[config.mk]
export PLATFORM = sky130hd
export DESIGN_NAME = parallel_interface_adapter_flat
export DESIGN_NICKNAME = d
export VERILOG_FILES = /design/src/rtl/pia_pkg.sv /design/src/rtl/pia_if.sv /design/src/rtl/pia_core.sv /design/src/rtl/parallel_interface_adapter.sv /design/src/flat_wrapper.sv
export SDC_FILE = /design/constraint.sdc
export NUM_CORES = 1
export LEC_CHECK = 0
export BUFFER_PORTS_ARGS = -buffer_cell sky130_fd_sc_hd__buf_4
export CAP_MARGIN = 10
export CORE_AREA = 5 5 125 98
export CTS_CLUSTER_DIAMETER = 50
export DETAILED_ROUTE_END_ITERATION = 16
export DIE_AREA = 0 0 130 103
export PLACE_DENSITY = 0.82
export SKIP_LAST_GASP = 1
export SLEW_MARGIN = 25
export SYNTH_ARGS = -nofsm -noshare
export SYNTH_HDL_FRONTEND = slang
export SYNTH_HIERARCHICAL = 1
export SYNTH_SLANG_ARGS = --single-unit
[constraint.sdc]
create_clock -name clk -period 4.65 [get_ports clk]
set_clock_uncertainty 0.05 [all_clocks]
set_input_delay 1.395 -clock clk [delete_from_list [all_inputs] [get_ports clk]]
set_output_delay 1.395 -clock clk [all_outputs]
set_load 0.02 [all_outputs]
[src/rtl/pia_pkg.sv]
// ----------------------------------------------------------------------------
// pia_pkg
// Shared types and constants for the dual parallel port adapter.
// ----------------------------------------------------------------------------
package pia_pkg;

    // bus command codes
    localparam logic [1:0] CMD_READ  = 2'd0;
    localparam logic [1:0] CMD_WRITE = 2'd1;
    localparam logic [1:0] CMD_PINS  = 2'd2;

    // register offsets
    localparam logic [1:0] OFF_PORT_A = 2'd0;
    localparam logic [1:0] OFF_CTRL_A = 2'd1;
    localparam logic [1:0] OFF_PORT_B = 2'd2;
    localparam logic [1:0] OFF_CTRL_B = 2'd3;

    localparam logic [7:0] FLAG1_BIT = 8'h80;
    localparam logic [7:0] FLAG2_BIT = 8'h40;
    localparam logic [7:0] CTRL_MASK = 8'h3F;
    localparam logic [7:0] BYTE_MASK = 8'hFF;

    // control register bit positions
    localparam int C_C1_IRQ_EN = 0;
    localparam int C_C1_EDGE   = 1;
    localparam int C_PORT_SEL  = 2;
    localparam int C_C2_B3     = 3;
    localparam int C_C2_B4     = 4;
    localparam int C_C2_OUT    = 5;

    typedef struct packed {
        logic [1:0] command;
        logic [1:0] reg_offset;
        logic [7:0] write_data;
        logic [7:0] port_a_pins;
        logic [7:0] port_b_pins;
        logic       ca1_level;
        logic       ca2_level_in;
        logic       cb1_level;
        logic       cb2_level_in;
    } item_t;

    typedef struct packed {
        logic [7:0] read_data;
        logic       irq_a_line;
        logic       irq_b_line;
        logic [7:0] port_a_drive;
        logic [7:0] port_b_drive;
        logic       ca2_level_out;
        logic       cb2_level_out;
        logic       ca2_strobe;
        logic       cb2_strobe;
    } result_t;

    // flags: b0 A1, b1 A2, b2 B1, b3 B2; c2_lvl: b0 CA2, b1 CB2;
    // line_lat: b0 CA1, b1 CA2, b2 CB1, b3 CB2
    typedef struct packed {
        logic [7:0] out_a;
        logic [7:0] out_b;
        logic [7:0] dir_a;
        logic [7:0] dir_b;
        logic [5:0] ctrl_a;
        logic [5:0] ctrl_b;
        logic [3:0] flags;
        logic [1:0] c2_lvl;
        logic [7:0] pins_a;
        logic [7:0] pins_b;
        logic [3:0] line_lat;
    } state_t;

    localparam state_t STATE_RESET = '{
        out_a:    8'h00,
        out_b:    8'h00,
        dir_a:    8'h00,
        dir_b:    8'h00,
        ctrl_a:   6'h00,
        ctrl_b:   6'h00,
        flags:    4'h0,
        c2_lvl:   2'b00,
        pins_a:   BYTE_MASK,
        pins_b:   8'h00,
        line_lat: 4'h0
    };

endpackage

[src/rtl/pia_if.sv]
// ----------------------------------------------------------------------------
// pia_if
// Handshake channels for the adapter: command words in, result words out.
// ----------------------------------------------------------------------------
interface pia_in_if;
    logic       valid;
    logic       ready;
    logic [1:0] command;
    logic [1:0] reg_offset;
    logic [7:0] write_data;
    logic [7:0] port_a_pins;
    logic [7:0] port_b_pins;
    logic       ca1_level;
    logic       ca2_level_in;
    logic       cb1_level;
    logic       cb2_level_in;

    modport source (
        output valid, command, reg_offset, write_data, port_a_pins, port_b_pins,
               ca1_level, ca2_level_in, cb1_level, cb2_level_in,
        input  ready
    );
    modport sink (
        input  valid, command, reg_offset, write_data, port_a_pins, port_b_pins,
               ca1_level, ca2_level_in, cb1_level, cb2_level_in,
        output ready
    );
endinterface

interface pia_out_if;
    logic       valid;
    logic       ready;
    logic [7:0] read_data;
    logic       irq_a_line;
    logic       irq_b_line;
    logic [7:0] port_a_drive;
    logic [7:0] port_b_drive;
    logic       ca2_level_out;
    logic       cb2_level_out;
    logic       ca2_strobe;
    logic       cb2_strobe;

    modport source (
        output valid, read_data, irq_a_line, irq_b_line, port_a_drive, port_b_drive,
               ca2_level_out, cb2_level_out, ca2_strobe, cb2_strobe,
        input  ready
    );
    modport sink (
        input  valid, read_data, irq_a_line, irq_b_line, port_a_drive, port_b_drive,
               ca2_level_out, cb2_level_out, ca2_strobe, cb2_strobe,
        output ready
    );
endinterface

[src/rtl/pia_core.sv]
// ----------------------------------------------------------------------------
// pia_core
// Next-state and result logic for one word: register access, pin sampling,
// edge detection, interrupt flags and CA2/CB2 handling.
// ----------------------------------------------------------------------------
module pia_core
    import pia_pkg::*;
(
    input  state_t  cur,
    input  item_t   item,
    output state_t  nxt,
    output result_t res
);

    always_comb
    begin
        state_t     n;
        logic [7:0] rd;
        logic       sa;
        logic       sb;
        logic       e_ca1;
        logic       e_ca2;
        logic       e_cb1;
        logic       e_cb2;

        n     = cur;
        rd    = 8'h00;
        sa    = 1'b0;
        sb    = 1'b0;
        e_ca1 = (cur.line_lat[0] != item.ca1_level)
                && (item.ca1_level == cur.ctrl_a[C_C1_EDGE]);
        e_ca2 = (cur.line_lat[1] != item.ca2_level_in)
                && (item.ca2_level_in == cur.ctrl_a[C_C2_B4]);
        e_cb1 = (cur.line_lat[2] != item.cb1_level)
                && (item.cb1_level == cur.ctrl_b[C_C1_EDGE]);
        e_cb2 = (cur.line_lat[3] != item.cb2_level_in)
                && (item.cb2_level_in == cur.ctrl_b[C_C2_B4]);

        case (item.command)
            CMD_READ:
            begin
                case (item.reg_offset)
                    OFF_PORT_A:
                    begin
                        if (cur.ctrl_a[C_PORT_SEL])
                        begin
                            rd = (~cur.dir_a & cur.pins_a) | (cur.dir_a & cur.out_a);
                            n.flags[1:0] = 2'b00;
                            // strobe mode: pulse low, restore now if b3 set
                            if (cur.ctrl_a[C_C2_OUT] && !cur.ctrl_a[C_C2_B4])
                            begin
                                if (cur.ctrl_a[C_C2_B3])
                                begin
                                    n.c2_lvl[0] = 1'b1;
                                    sa          = cur.c2_lvl[0];
                                end
                                else
                                begin
                                    n.c2_lvl[0] = 1'b0;
                                end
                            end
                        end
                        else
                        begin
                            rd = cur.dir_a;
                        end
                    end
                    OFF_CTRL_A:
                    begin
                        rd = {2'b00, cur.ctrl_a};
                        if (cur.flags[0])
                            rd = rd | FLAG1_BIT;
                        if (cur.flags[1] && !cur.ctrl_a[C_C2_OUT])
                            rd = rd | FLAG2_BIT;
                    end
                    OFF_PORT_B:
                    begin
                        if (cur.ctrl_b[C_PORT_SEL])
                        begin
                            rd = (cur.out_b & cur.dir_b) | (cur.pins_b & ~cur.dir_b);
                            // CB2 released by a port B read after a CB1 edge
                            if (cur.flags[2] && !cur.ctrl_b[C_C2_B4] && !cur.ctrl_b[C_C2_B3])
                                n.c2_lvl[1] = 1'b1;
                            n.flags[3:2] = 2'b00;
                        end
                        else
                        begin
                            rd = cur.dir_b;
                        end
                    end
                    default:
                    begin
                        rd = {2'b00, cur.ctrl_b};
                        if (cur.flags[2])
                            rd = rd | FLAG1_BIT;
                        if (cur.flags[3] && !cur.ctrl_b[C_C2_OUT])
                            rd = rd | FLAG2_BIT;
                    end
                endcase
            end
            CMD_WRITE:
            begin
                case (item.reg_offset)
                    OFF_PORT_A:
                    begin
                        if (cur.ctrl_a[C_PORT_SEL])
                            n.out_a = item.write_data;
                        else
                            n.dir_a = item.write_data;
                    end
                    OFF_CTRL_A:
                    begin
                        n.ctrl_a = item.write_data[5:0] & CTRL_MASK[5:0];
                        if (item.write_data[C_C2_OUT])
                            n.c2_lvl[0] = item.write_data[C_C2_B4]
                                          ? item.write_data[C_C2_B3] : 1'b1;
                    end
                    OFF_PORT_B:
                    begin
                        if (cur.ctrl_b[C_PORT_SEL])
                        begin
                            n.out_b = item.write_data;
                            if (!cur.ctrl_b[C_C2_B4])
                            begin
                                if (cur.ctrl_b[C_C2_B3])
                                begin
                                    n.c2_lvl[1] = 1'b1;
                                    sb          = cur.c2_lvl[1];
                                end
                                else
                                begin
                                    n.c2_lvl[1] = 1'b0;
                                end
                            end
                        end
                        else
                        begin
                            n.dir_b = item.write_data;
                        end
                    end
                    default:
                    begin
                        n.ctrl_b    = item.write_data[5:0] & CTRL_MASK[5:0];
                        n.c2_lvl[1] = item.write_data[C_C2_B4]
                                      ? item.write_data[C_C2_B3] : 1'b1;
                    end
                endcase
            end
            CMD_PINS:
            begin
                n.pins_a   = item.port_a_pins;
                n.pins_b   = item.port_b_pins;
                n.line_lat = {item.cb2_level_in, item.cb1_level,
                              item.ca2_level_in, item.ca1_level};
                if (e_ca1)
                begin
                    n.flags[0] = 1'b1;
                    // CA2 released by the CA1 active edge
                    if (cur.ctrl_a[C_C2_OUT] && !cur.ctrl_a[C_C2_B4] && !cur.ctrl_a[C_C2_B3])
                        n.c2_lvl[0] = 1'b1;
                end
                if (e_ca2 && !cur.ctrl_a[C_C2_OUT])
                    n.flags[1] = 1'b1;
                if (e_cb1)
                    n.flags[2] = 1'b1;
                if (e_cb2 && !cur.ctrl_b[C_C2_OUT])
                    n.flags[3] = 1'b1;
            end
            default:
            begin
                n = cur;
            end
        endcase

        nxt               = n;
        res.read_data     = rd;
        res.irq_a_line    = (n.flags[0] & n.ctrl_a[C_C1_IRQ_EN]) | (n.flags[1] & n.ctrl_a[C_C2_B3]);
        res.irq_b_line    = (n.flags[2] & n.ctrl_b[C_C1_IRQ_EN]) | (n.flags[3] & n.ctrl_b[C_C2_B3]);
        res.port_a_drive  = (n.out_a & n.dir_a) | (n.pins_a & ~n.dir_a);
        res.port_b_drive  = n.out_b & n.dir_b;
        res.ca2_level_out = n.ctrl_a[C_C2_OUT] ? n.c2_lvl[0] : 1'b1;
        res.cb2_level_out = n.c2_lvl[1];
        res.ca2_strobe    = sa;
        res.cb2_strobe    = sb;
    end

endmodule

[src/rtl/parallel_interface_adapter.sv]
// An accepted command word is held in the command register, its result word in
// the result register. One word per cycle unless rsp.ready stalls; the state
// updates in one pass of pia_core between the two registers.
// Reset (rst_n low, async): state registers and flags clear, the port A pin
// latch goes to all ones, both stages empty.
// ----------------------------------------------------------------------------
// parallel_interface_adapter
// Dual 8-bit parallel port adapter with per-side output, direction and
// control registers, control line edge detection and interrupt flags.
// ----------------------------------------------------------------------------
module parallel_interface_adapter
    import pia_pkg::*;
(
    input  logic        clk,
    input  logic        rst_n,
    pia_in_if.sink      req,
    pia_out_if.source   rsp
);

    logic    in_valid_reg;
    item_t   in_item_reg;
    logic    out_valid_reg;
    result_t out_res_reg;
    state_t  state_reg;
    state_t  state_next;
    result_t res_next;
    item_t   req_item;
    logic    advance;

    assign req_item = '{
        command:      req.command,
        reg_offset:   req.reg_offset,
        write_data:   req.write_data,
        port_a_pins:  req.port_a_pins,
        port_b_pins:  req.port_b_pins,
        ca1_level:    req.ca1_level,
        ca2_level_in: req.ca2_level_in,
        cb1_level:    req.cb1_level,
        cb2_level_in: req.cb2_level_in
    };

    assign advance   = in_valid_reg && (!out_valid_reg || rsp.ready);
    assign req.ready = !in_valid_reg || advance;

    pia_core u_core (
        .cur  (state_reg),
        .item (in_item_reg),
        .nxt  (state_next),
        .res  (res_next)
    );

    always_ff @(posedge clk or negedge rst_n)
    begin
        if (!rst_n)
        begin
            in_valid_reg  <= 1'b0;
            out_valid_reg <= 1'b0;
            state_reg     <= STATE_RESET;
        end
        else
        begin
            if (req.valid && req.ready)
                in_valid_reg <= 1'b1;
            else if (advance)
                in_valid_reg <= 1'b0;

            if (advance)
            begin
                out_valid_reg <= 1'b1;
                state_reg     <= state_next;
            end
            else if (rsp.ready)
            begin
                out_valid_reg <= 1'b0;
            end
        end
    end

    always_ff @(posedge clk)
    begin
        if (req.valid && req.ready)
            in_item_reg <= req_item;
        if (advance)
            out_res_reg <= res_next;
    end

    assign rsp.valid         = out_valid_reg;
    assign rsp.read_data     = out_res_reg.read_data;
    assign rsp.irq_a_line    = out_res_reg.irq_a_line;
    assign rsp.irq_b_line    = out_res_reg.irq_b_line;
    assign rsp.port_a_drive  = out_res_reg.port_a_drive;
    assign rsp.port_b_drive  = out_res_reg.port_b_drive;
    assign rsp.ca2_level_out = out_res_reg.ca2_level_out;
    assign rsp.cb2_level_out = out_res_reg.cb2_level_out;
    assign rsp.ca2_strobe    = out_res_reg.ca2_strobe;
    assign rsp.cb2_strobe    = out_res_reg.cb2_strobe;

endmodule

[src/flat_wrapper.sv]
// flat-port wrapper written by rule: the top's interface ports become plain ports
module parallel_interface_adapter_flat import pia_pkg::*;
  (clk, rst_n, req_valid, req_command, req_reg_offset, req_write_data, req_port_a_pins, req_port_b_pins, req_ca1_level, req_ca2_level_in, req_cb1_level, req_cb2_level_in, req_ready, rsp_valid, rsp_read_data, rsp_irq_a_line, rsp_irq_b_line, rsp_port_a_drive, rsp_port_b_drive, rsp_ca2_level_out, rsp_cb2_level_out, rsp_ca2_strobe, rsp_cb2_strobe, rsp_ready);
  pia_in_if req_i ();
  pia_out_if rsp_i ();
  input  logic clk;
  input  logic rst_n;
  input wire logic [$bits(req_i.valid)-1:0] req_valid;
  input wire logic [$bits(req_i.command)-1:0] req_command;
  input wire logic [$bits(req_i.reg_offset)-1:0] req_reg_offset;
  input wire logic [$bits(req_i.write_data)-1:0] req_write_data;
  input wire logic [$bits(req_i.port_a_pins)-1:0] req_port_a_pins;
  input wire logic [$bits(req_i.port_b_pins)-1:0] req_port_b_pins;
  input wire logic [$bits(req_i.ca1_level)-1:0] req_ca1_level;
  input wire logic [$bits(req_i.ca2_level_in)-1:0] req_ca2_level_in;
  input wire logic [$bits(req_i.cb1_level)-1:0] req_cb1_level;
  input wire logic [$bits(req_i.cb2_level_in)-1:0] req_cb2_level_in;
  output wire logic [$bits(req_i.ready)-1:0] req_ready;
  output wire logic [$bits(rsp_i.valid)-1:0] rsp_valid;
  output wire logic [$bits(rsp_i.read_data)-1:0] rsp_read_data;
  output wire logic [$bits(rsp_i.irq_a_line)-1:0] rsp_irq_a_line;
  output wire logic [$bits(rsp_i.irq_b_line)-1:0] rsp_irq_b_line;
  output wire logic [$bits(rsp_i.port_a_drive)-1:0] rsp_port_a_drive;
  output wire logic [$bits(rsp_i.port_b_drive)-1:0] rsp_port_b_drive;
  output wire logic [$bits(rsp_i.ca2_level_out)-1:0] rsp_ca2_level_out;
  output wire logic [$bits(rsp_i.cb2_level_out)-1:0] rsp_cb2_level_out;
  output wire logic [$bits(rsp_i.ca2_strobe)-1:0] rsp_ca2_strobe;
  output wire logic [$bits(rsp_i.cb2_strobe)-1:0] rsp_cb2_strobe;
  input wire logic [$bits(rsp_i.ready)-1:0] rsp_ready;
  assign req_i.valid = req_valid;
  assign req_i.command = req_command;
  assign req_i.reg_offset = req_reg_offset;
  assign req_i.write_data = req_write_data;
  assign req_i.port_a_pins = req_port_a_pins;
  assign req_i.port_b_pins = req_port_b_pins;
  assign req_i.ca1_level = req_ca1_level;
  assign req_i.ca2_level_in = req_ca2_level_in;
  assign req_i.cb1_level = req_cb1_level;
  assign req_i.cb2_level_in = req_cb2_level_in;
  assign req_ready = req_i.ready;
  assign rsp_valid = rsp_i.valid;
  assign rsp_read_data = rsp_i.read_data;
  assign rsp_irq_a_line = rsp_i.irq_a_line;
  assign rsp_irq_b_line = rsp_i.irq_b_line;
  assign rsp_port_a_drive = rsp_i.port_a_drive;
  assign rsp_port_b_drive = rsp_i.port_b_drive;
  assign rsp_ca2_level_out = rsp_i.ca2_level_out;
  assign rsp_cb2_level_out = rsp_i.cb2_level_out;
  assign rsp_ca2_strobe = rsp_i.ca2_strobe;
  assign rsp_cb2_strobe = rsp_i.cb2_strobe;
  assign rsp_i.ready = rsp_ready;
  parallel_interface_adapter u_core (.clk(clk), .rst_n(rst_n), .req(req_i), .rsp(rsp_i));
endmodule
==> results of run 1 <==
-- cell families (layout without fill, tap and decap cells) --
kind of cell    Yosys count  count (layout)
mux                     119             119
compound gates          116             116
buf+inv                  68             134
flops                   134             134
simple gates            103             103
-- report_power, final --
group	leakage (nW)	internal (mW)	total [mW]	switching [mW]
clock	0.281	0.806	1.32	0.517
combinational	1.45	0.654	1.19	0.536
sequential	1.49	1.62	2.01	0.390
total	3.23	3.08	4.53	1.44
-- cell usage in the layout (no fill, tap or decap), types with 5 or more instances in the layout --
cell type  instances
mux2_2           110
buf_4             74
dfrtp_1           64
edfxtp_1          62
nand2_1           46
inv_1             26
a21oi_1           26
clkbuf_16         17
a211oi_1          17
o21ai_0           16
a311oi_1          14
a22o_1            12
a32o_1             9
dfstp_2            8
mux2i_1            8
nand2b_1           7
nand3b_1           6
nor2_1             6
nor3b_1            6
and2_1             5
nand3_1            5
-- per-stage QoR --
stage | instances | cell area (um^2) | setup slack [ns] | utilization (%)
after detailed placement | 718 | 7270 | 1.35 | 65.7
final | 750 | 7860 | 1.34 | 71.1
after global placement | 718 | 7270 | 1.35 | 65.7
after floorplan | 540 | 6770 | 1.53 | -
after CTS | 750 | 7860 | 1.34 | 71.0
after global routing | 750 | 7860 | 1.31 | 71.1
-- cell usage after synthesis (2+ instances only) --
cell	instances	area share [%]
a31oi_1	3	0.28
nand3_1	5	0.37
buf_6	10	1.7
a32oi_1	3	0.39
clkbuf_1	19	1.1
inv_1	26	1.4
dfstp_2	8	3.1
buf_2	7	0.52
a32o_1	9	1.3
nand2_1	46	2.6
a21oi_1	26	1.9
a22o_1	12	1.6
o21ai_0	16	1.2
a211oi_1	17	1.9
a311oi_1	14	1.8
o21a_1	4	0.44
nand3b_1	6	0.67
o211ai_1	4	0.44
nor2_1	6	0.33
or3b_2	3	0.39
nor2b_1	5	0.46
edfxtp_1	62	28
buf_1	3	0.17
and2_1	5	0.46
dfrtp_1	64	24
nand2b_1	7	0.65
nor3b_1	6	0.67
mux2i_1	8	1.2
buf_4	2	0.22
mux2_2	110	18
-- worst min path at each step --
| stage | start | to | slack (ns) | cells past startpoint |
|---|---|---|---|---|
| floorplan | u_core/state_reg[34] | u_core/state_reg[34] | 0.42 | 1 |
| global placement | u_core/state_reg[63] | u_core/state_reg[63] | 0.45 | 1 |
| detailed placement | u_core/state_reg[63] | u_core/state_reg[63] | 0.46 | 1 |
| CTS | u_core/state_reg[63] | u_core/state_reg[63] | 0.48 | 1 |
| global route | u_core/state_reg[68] | u_core/state_reg[68] | 0.51 | 1 |
| finish | u_core/state_reg[63] | u_core/state_reg[63] | 0.48 | 1 |
-- routing by layer --
| layer | up-vias | track usage [%] |
|---|---|---|
| met4 | 0 | 9.82 |
| li1 | 2121 | - |
| met5 | - | 0 |
| met3 | 31 | 4.30 |
| met1 | 2296 | 32.6 |
| met2 | 164 | 37.5 |
-- final cells by class --
type | count | area, um^2
repair buffers | 75 | 567
multi-input cells | 338 | 2750
clock inverters | 14 | 149
well taps | 144 | 180
clock buffers | 18 | 439
flip-flops and latches | 134 | 3670
fillers | 775 | 3200
inverters | 27 | 101
==> flow_summary.json, run 1 <==
{
  "grt_pass1_vias": 4617,
  "die_area_um2": 13400,
  "finalHoldViolCount": 0,
  "r2r_end": "u_core/state_reg[64]",
  "drtPass1Iterations": 5,
  "worst_pin_slew_ns": 0.980,
  "grt-ovfl-total": 0,
  "io_pins": 68,
  "power_density_nw_per_um2": 576,
  "h-tree-depth": 4,
  "ant_nets": 0,
  "criticalPathCategory": "input pin to primary output",
  "drtIter0Drc": 536,
  "yosys_warnings": 6,
  "synth_edf_count": 62,
  "cp.arrival_ns": 1.86,
  "status": "complete, no violations",
  "dp_hpwl_um": 9710,
  "slew_headroom_pct": 34.7,
  "cts_tree": "done",
  "end_kind": "primary output",
  "syn_avg_cell_area_um2": 12.5,
  "cp_cell_sequence": "buf_4 > nand3b_1 > buf_4",
  "cts_made_buffers": 17,
  "root_buffer": "clkbuf_16",
  "critPathMaxStageDelay_ns": 0.18,
  "wl_per_cell_um": 20.3,
  "syn-instance-count": 540,
  "totalPowerFinal_mw": 4.53,
  "final_nets": 629,
  "clock.fmax_ghz": 0.302,
  "start_kind": "input pin",
  "cpMaxStageDelayCell": "nand3b_1",
  "crit_fanout": 3,
  "crit_buf_inv": 2,
  "highest_layer": "met4",
  "max_cap_viol_count": 0,
  "synth_cell_type_count": 54,
  "rr_startpoint": "u_core/state_reg[34]",
  "remaining_drc_errors": 0,
  "setup_tns_ns": 0,
  "hold_buffers": 0,
  "die_w_um": 130,
  "cts.repair.resized": 0,
  "ys.flop_type": "dfrtp_1",
  "grt_max_degree": 73,
  "clk_latency_ns": 0.42,
  "synth-compound-area-share_pct": 12.2,
  "grt_pass1_wl_um": 24100,
  "grt_setup_unrepaired": "false",
  "cts_setup_buffers": 0,
  "num_vias": 4612,
  "ys_async_sr_fraction_pct": 53.7,
  "worstSetupPathDepth": 3,
  "antenna_cells": 0,
  "finalWirelength_um": 15200,
  "clkTransAtPathRegs_ns": 0.06,
  "ys_ff_latch": 134,
  "yosysSeqAreaShare_pct": 54.3,
  "crit_end": "req_ready",
  "power_leakage_nw": 3.23,
  "setup_viol": 0,
  "wl_met1_um": 6730,
  "rows": 34,
  "whs_ns": 0.482,
  "clock-sinks": 134,
  "synthSimpleGateAreaFrac_pct": 8.72,
  "netlist_area_um2": 6770,
  "startpoint": "rsp_ready",
  "ir_drop_mv": 0.332,
  "synth_xor_area_share_pct": 0,
  "drive_above_1_share_pct": 39.1,
  "reg2reg_depth": 4,
  "path_delay_family": "buffers and inverters",
  "initial_core_util_pct": 61.2,
  "core_area_um2": 11100,
  "antenna_found_initial": 0,
  "synth_top_family_by_area": "multiplexers",
  "cp_common_cell": "buf_4",
  "areaGrowthSynthToFinish_pct": 16.1,
  "period_minus_slack_ns": 3.31,
  "globalplace.congestion": 0.867,
  "largest_reg_flops": 70,
  "synthAdderAreaFrac_pct": 0,
  "final_max_slew_viol_count": 0,
  "min_path_type": "flop to flop",
  "dieHeight_um": 103,
  "vias_per_cell": 6.15,
  "synthMuxAreaShare_pct": 19.7,
  "rrSetupSlack_ns": 1.55,
  "syn_nets": 576,
  "wl_met3_um": 889,
  "cp.required_ns": 3.20,
  "io_buffers": 67,
  "route.met2.wl_um": 7250,
  "grt_use_total_pct": 23.7,
  "clockBufferDepth": 2,
  "period_share_pct": 71.1
}
(Power assumes the default switching activity.)
==> run 2: changes to the inputs <==
--- a/config.mk
+++ b/config.mk
@@ -7,11 +7,11 @@
 export LEC_CHECK = 0
 export BUFFER_PORTS_ARGS = -buffer_cell sky130_fd_sc_hd__buf_4
 export CAP_MARGIN = 10
-export CORE_AREA = 5 5 125 98
+export CORE_AREA = 5 5 136 105
 export CTS_CLUSTER_DIAMETER = 50
 export DETAILED_ROUTE_END_ITERATION = 16
-export DIE_AREA = 0 0 130 103
-export PLACE_DENSITY = 0.82
+export DIE_AREA = 0 0 141 110
+export PLACE_DENSITY = 0.74
 export SKIP_LAST_GASP = 1
 export SLEW_MARGIN = 25
 export SYNTH_ARGS = -nofsm -noshare
==> constraint.sdc (replaced) <==
create_clock -name clk -period 3 [get_ports clk]
set_clock_uncertainty 0.05 [all_clocks]
set_input_delay 0.9 -clock clk [delete_from_list [all_inputs] [get_ports clk]]
set_output_delay 0.9 -clock clk [all_outputs]
set_load 0.02 [all_outputs]
==> run 2 against run 1 <==
Compared with the run above: clock power increased by 58%; sequential share of layout area decreased by 0.70 points; utilization decreased by 8.7 points; critical path depth increased by 2; via count increased by 1.8%; sequential power increased by 53%; worst setup slack got worse by 0.77 ns; sequential cell count unchanged; hold slack got worse by 0.043 ns; non-clock buffer count increased by 10.
==> flow_summary.json, run 2 (synthesis gave the netlist of run 1 again) <==
{
  "crit_fanout": 11,
  "cp_common_cell": "mux2_2",
  "vias_per_cell": 5.96,
  "core_area_um2": 12800,
  "cts_tree": "done",
  "clock.fmax_ghz": 0.412,
  "clock-sinks": 134,
  "status": "complete, no violations",
  "cts.repair.resized": 0,
  "fillers": 1046,
  "max_cap_viol_count": 0,
  "ir_drop_mv": 0.418,
  "worst_pin_slew_ns": 0.734,
  "power_frac_comb_pct": 27.2,
  "setup_tns_ns": 0,
  "initial_core_util_pct": 52.9,
  "io_pins": 68,
  "clkPwrFrac_pct": 29.3,
  "layout_commonest_cell": "mux2_2",
  "power.share.sequential_pct": 43.5,
  "grt_setup_unrepaired": "false",
  "clockBufferDepth": 2,
  "largest_reg_flops": 70,
  "rrSetupSlack_ns": 0.57,
  "grt-ovfl-total": 0,
  "h-tree-depth": 4,
  "dieHeight_um": 110,
  "period_share_pct": 80.9,
  "finalHoldViolCount": 0,
  "num_vias": 4693,
  "final_cell_mix": "mux2_2, buf_4, dfrtp_1",
  "root_buffer": "clkbuf_16",
  "power.internal_mw": 4.85,
  "wl_per_cell_um": 20.4,
  "die_area_um2": 15500,
  "drtPass1Iterations": 7,
  "end_kind": "flop",
  "cts_setup_buffers": 0,
  "globalplace.congestion": 0.889,
  "criticalPathCategory": "flop to flop",
  "cts_made_buffers": 17,
  "setup_viol": 0,
  "areaGrowthSynthToFinish_pct": 17.9,
  "die_w_um": 141,
  "antenna_found_initial": 0,
  "hold_buffers": 0,
  "grt_use_total_pct": 21.7,
  "start_kind": "flop",
  "remaining_drc_errors": 0,
  "grt_pass1_vias": 4897,
  "dp_hpwl_um": 10600,
  "cp.arrival_ns": 2.67,
  "slew_headroom_pct": 51.1,
  "power_leakage_nw": 3.29,
  "drtIter0Drc": 458,
  "finalWirelength_um": 16100,
  "rows": 36,
  "final_max_slew_viol_count": 0,
  "cpMaxStageDelayCell": "edfxtp_1",
  "cp.required_ns": 3.25,
  "reg2reg_depth": 5,
  "antenna_cells": 0,
  "period_minus_slack_ns": 2.43,
  "cp_cell_sequence": "nand4bb_1 > nor2_1 > buf_4 > mux2_2 > mux2_2",
  "grt_max_degree": 73,
  "placed_cell_area_um2": 7390,
  "grt_pass1_wl_um": 25900,
  "clkTransAtPathRegs_ns": 0.06,
  "min_path_type": "input pin to async pin",
  "ant_nets": 0,
  "final_nets": 639,
  "drive_above_1_share_pct": 39.9,
  "io_buffers": 67,
  "p_switching_mw": 2.24,
  "swShare_pct": 31.6,
  "critPathMaxStageDelay_ns": 0.57,
  "clk_latency_ns": 0.41,
  "final_area_um2": 7980,
  "power_density_nw_per_um2": 888
}
[run 2: path summary, 6_finish.rpt]
path,start,endpoint
max in group asynchronous,rst_n,u_core/state_reg[12]
min in group clk,u_core/state_reg[5],u_core/state_reg[5]
setup / recovery,u_core/in_item_reg[29],u_core/state_reg[44]
hold reg to reg,u_core/state_reg[5],u_core/state_reg[5]
setup reg to reg,u_core/in_item_reg[29],u_core/state_reg[44]
hold / removal,rst_n,u_core/state_reg[1]
[run 2: cell type report]
class,instances,area [um^2],share of cell area [%]
timing repair buffer,85,651,8.15
clock buffer,18,429,5.38
inverter,27,101,1.27
clock inverter,14,161,2.02
tap,171,214,2.68
multi-input combinational,338,2750,34.5
sequential,134,3670,46.0
[run 2: power by group through the flow]
stage	Combinational [mW]	Sequential, mW	Clock [mW]
3_3_place_gp	1.82	3.05	0
4_1_cts	1.93	3.07	2.11
6_report	1.93	3.08	2.08
5_1_grt	2.11	3.16	2.20
3_5_place_dp	1.91	3.09	0
2_1_floorplan	1.43	2.96	0
[run 2: worst max-delay path: cells and delay by family, from the launching register on]
family                 cells  cell delay [ns]
DFF                        1             0.57
buffers and inverters      1             0.27
and+or+nand+nor            2             0.81
muxes                      2             0.61
[run 2: stage by stage]
| step | hold slack (ns) | total power, mW | cells | utilization (%) | setup WS, ns |
|---|---|---|---|---|---|
| after floorplan | 0.424 | 4.39 | 540 | - | 0.566 |
| after global placement | 0.459 | 4.88 | 755 | 57.8 | 0.603 |
| after detailed placement | 0.473 | 5.00 | 755 | 57.8 | 0.546 |
| after CTS | 0.465 | 7.10 | 787 | 62.4 | 0.607 |
| after global routing | 0.464 | 7.48 | 787 | 62.4 | 0.465 |
| final | 0.439 | 7.09 | 787 | 62.4 | 0.573 |
[run 2: routing by layer]
layer / share of wire [%] / global-route usage [%] / vias to the layer above
li1: - / - / 2143
met1: 45 / 28.6 / 2351
met2: 48 / 34.7 / 163
met3: 6.0 / 6.08 / 36
met4: 1.9 / 8.02 / 0
met5: 0 / 0 / -
==> run 3: changes to the inputs <==
--- a/config.mk
+++ b/config.mk
@@ -7,11 +7,11 @@
 export LEC_CHECK = 0
 export BUFFER_PORTS_ARGS = -buffer_cell sky130_fd_sc_hd__buf_4
 export CAP_MARGIN = 10
-export CORE_AREA = 5 5 136 105
+export CORE_AREA = 5 5 130 101
 export CTS_CLUSTER_DIAMETER = 50
 export DETAILED_ROUTE_END_ITERATION = 16
-export DIE_AREA = 0 0 141 110
-export PLACE_DENSITY = 0.74
+export DIE_AREA = 0 0 135 106
+export PLACE_DENSITY = 0.77
 export SKIP_LAST_GASP = 1
 export SLEW_MARGIN = 25
 export SYNTH_ARGS = -nofsm -noshare
==> constraint.sdc (replaced) <==
create_clock -name clk -period 2.3 [get_ports clk]
set_clock_uncertainty 0.05 [all_clocks]
set_input_delay 0.69 -clock clk [delete_from_list [all_inputs] [get_ports clk]]
set_output_delay 0.69 -clock clk [all_outputs]
set_load 0.02 [all_outputs]
==> run 3 against run 2 <==
Compared with the run above: final cell count increased by 0.76%; maximum frequency grew 8.4%; critical endpoint is now u_core/rsp.port_a_drive[5]; utilization is 5.5 points higher; combinational power up 35%.
==> flow_summary.json, run 3 (synthesis gave the netlist of run 1 again) <==
{
  "swShare_pct": 31.4,
  "globalplace.congestion": 0.915,
  "cts.repair.resized": 0,
  "cp.arrival_ns": 2.34,
  "power_density_nw_per_um2": 1130,
  "largest_reg_flops": 70,
  "vias_per_cell": 5.97,
  "fillers": 820,
  "io_buffers": 67,
  "num_vias": 4737,
  "dp_hpwl_um": 10600,
  "clock.fmax_ghz": 0.447,
  "io_pins": 68,
  "cts_tree": "done",
  "finalHoldViolCount": 0,
  "critPathMaxStageDelay_ns": 0.58,
  "grt_setup_unrepaired": "false",
  "areaGrowthSynthToFinish_pct": 19.0,
  "cts_made_buffers": 17,
  "final_area_um2": 8060,
  "die_w_um": 135,
  "p_switching_mw": 2.86,
  "worst_pin_slew_ns": 0.563,
  "h-tree-depth": 4,
  "power_leakage_nw": 3.33,
  "layout_commonest_cell": "mux2_2",
  "finalWirelength_um": 15800,
  "final_nets": 650,
  "placed_cell_area_um2": 7500,
  "remaining_drc_errors": 0,
  "cp_cell_sequence": "or4b_4 > buf_4 > mux2_4 > a32oi_1 > o21ai_1",
  "cpMaxStageDelayCell": "or4b_4",
  "grt-ovfl-total": 0,
  "cts_setup_buffers": 0,
  "setup_tns_ns": 0,
  "wl_per_cell_um": 19.9,
  "root_buffer": "clkbuf_16",
  "drtPass1Iterations": 7,
  "totalPowerFinal_mw": 9.12,
  "clkPwrFrac_pct": 28.0,
  "slew_headroom_pct": 62.5,
  "hold_buffers": 0,
  "period_minus_slack_ns": 2.24,
  "rows": 35,
  "crit_buf_inv": 1,
  "max_cap_viol_count": 0,
  "cp.required_ns": 2.40,
  "drive_above_1_share_pct": 40.2,
  "clockBufferDepth": 2,
  "die_area_um2": 14300,
  "crit_fanout": 12,
  "period_share_pct": 97.3,
  "min_path_type": "input pin to async pin",
  "status": "complete, no violations",
  "antenna_found_initial": 0,
  "grt_max_degree": 39,
  "grt_pass1_wl_um": 25500,
  "drtIter0Drc": 378,
  "end_kind": "flop",
  "grt_use_total_pct": 23.0,
  "final_max_slew_viol_count": 0,
  "dieHeight_um": 106,
  "clkTransAtPathRegs_ns": 0.06,
  "ir_drop_mv": 0.593,
  "power.share.sequential_pct": 43.5,
  "core_area_um2": 11900,
  "grt_pass1_vias": 4739,
  "path_delay_family": "simple AND/OR/NAND/NOR gates",
  "setup_viol": 0,
  "criticalPathCategory": "flop to flop",
  "final_cell_mix": "mux2_2, buf_4, dfrtp_1",
  "clk_latency_ns": 0.41,
  "antenna_cells": 0,
  "initial_core_util_pct": 57.0,
  "power_frac_comb_pct": 28.5,
  "ant_nets": 0,
  "start_kind": "flop",
  "power.internal_mw": 6.25,
  "clock-sinks": 134
}
## run 3: stage by stage
step	hold slack [ns]	utilization (%)	instances	worst slack (ns)
6_report	0.100	67.9	793	0.0616
5_1_grt	0.0971	67.9	793	0.00592
4_1_cts	0.0991	67.9	793	0.0703
3_5_place_dp	0.470	63.2	761	0.139
3_3_place_gp	0.459	63.2	761	0.214
2_1_floorplan	0.344	-	540	0.0759
## run 3: power groups by stage
stage               clock network [mW]  logic [mW]  registers [mW]
CTS                               2.59        2.59            3.95
detailed placement                   0        2.56            3.98
global route                      2.70        2.84            4.08
finish                            2.55        2.60            3.97
floorplan                            0        1.86            3.86
global placement                     0        2.45            3.93
## run 3: worst register-to-register path, stage by stage (launching register included)
cell and delay, ns:
edfxtp_1 0.53, or4b_4 0.58, buf_4 0.22, mux2_4 0.31
a32oi_1 0.19, o21ai_1 0.11
## run 3: worst paths after layout
path / slack [ns] / cells past startpoint / start / endpoint
setup reg to reg: 0.06 / 5 / u_core/in_item_reg[31] / u_core/rsp.port_a_drive[5]
min in group clk: 0.40 / 1 / req_port_b_pins[7] / u_core/in_item_reg[11]
setup / recovery: 0.06 / 5 / u_core/in_item_reg[31] / u_core/rsp.port_a_drive[5]
hold / removal: 0.10 / 1 / rst_n / u_core/state_reg[1]
hold reg to reg: 0.48 / 1 / u_core/state_reg[66] / u_core/state_reg[66]
max in group asynchronous: 1.48 / 2 / rst_n / u_core/state_reg[16]
## run 3: final cells by class
cell class | instances | area, um^2 | area share (%)
inverters | 27 | 101 | 1.26
well taps | 166 | 208 | 2.58
multi-input cells | 338 | 2750 | 34.2
flip-flops and latches | 134 | 3670 | 45.6
clock buffers | 22 | 444 | 5.51
clock inverters | 10 | 106 | 1.32
repair buffers | 96 | 771 | 9.57
## run 3: per-layer routing
| layer | GRT usage [%] | vias up | wire, um |
|---|---|---|---|
| li1 | - | 2171 | - |
| met1 | 31.5 | 2367 | 6960 |
| met2 | 36.5 | 184 | 7630 |
| met3 | 5.91 | 15 | 1000 |
| met4 | 6.62 | 0 | 205 |
| met5 | 0 | - | 0 |
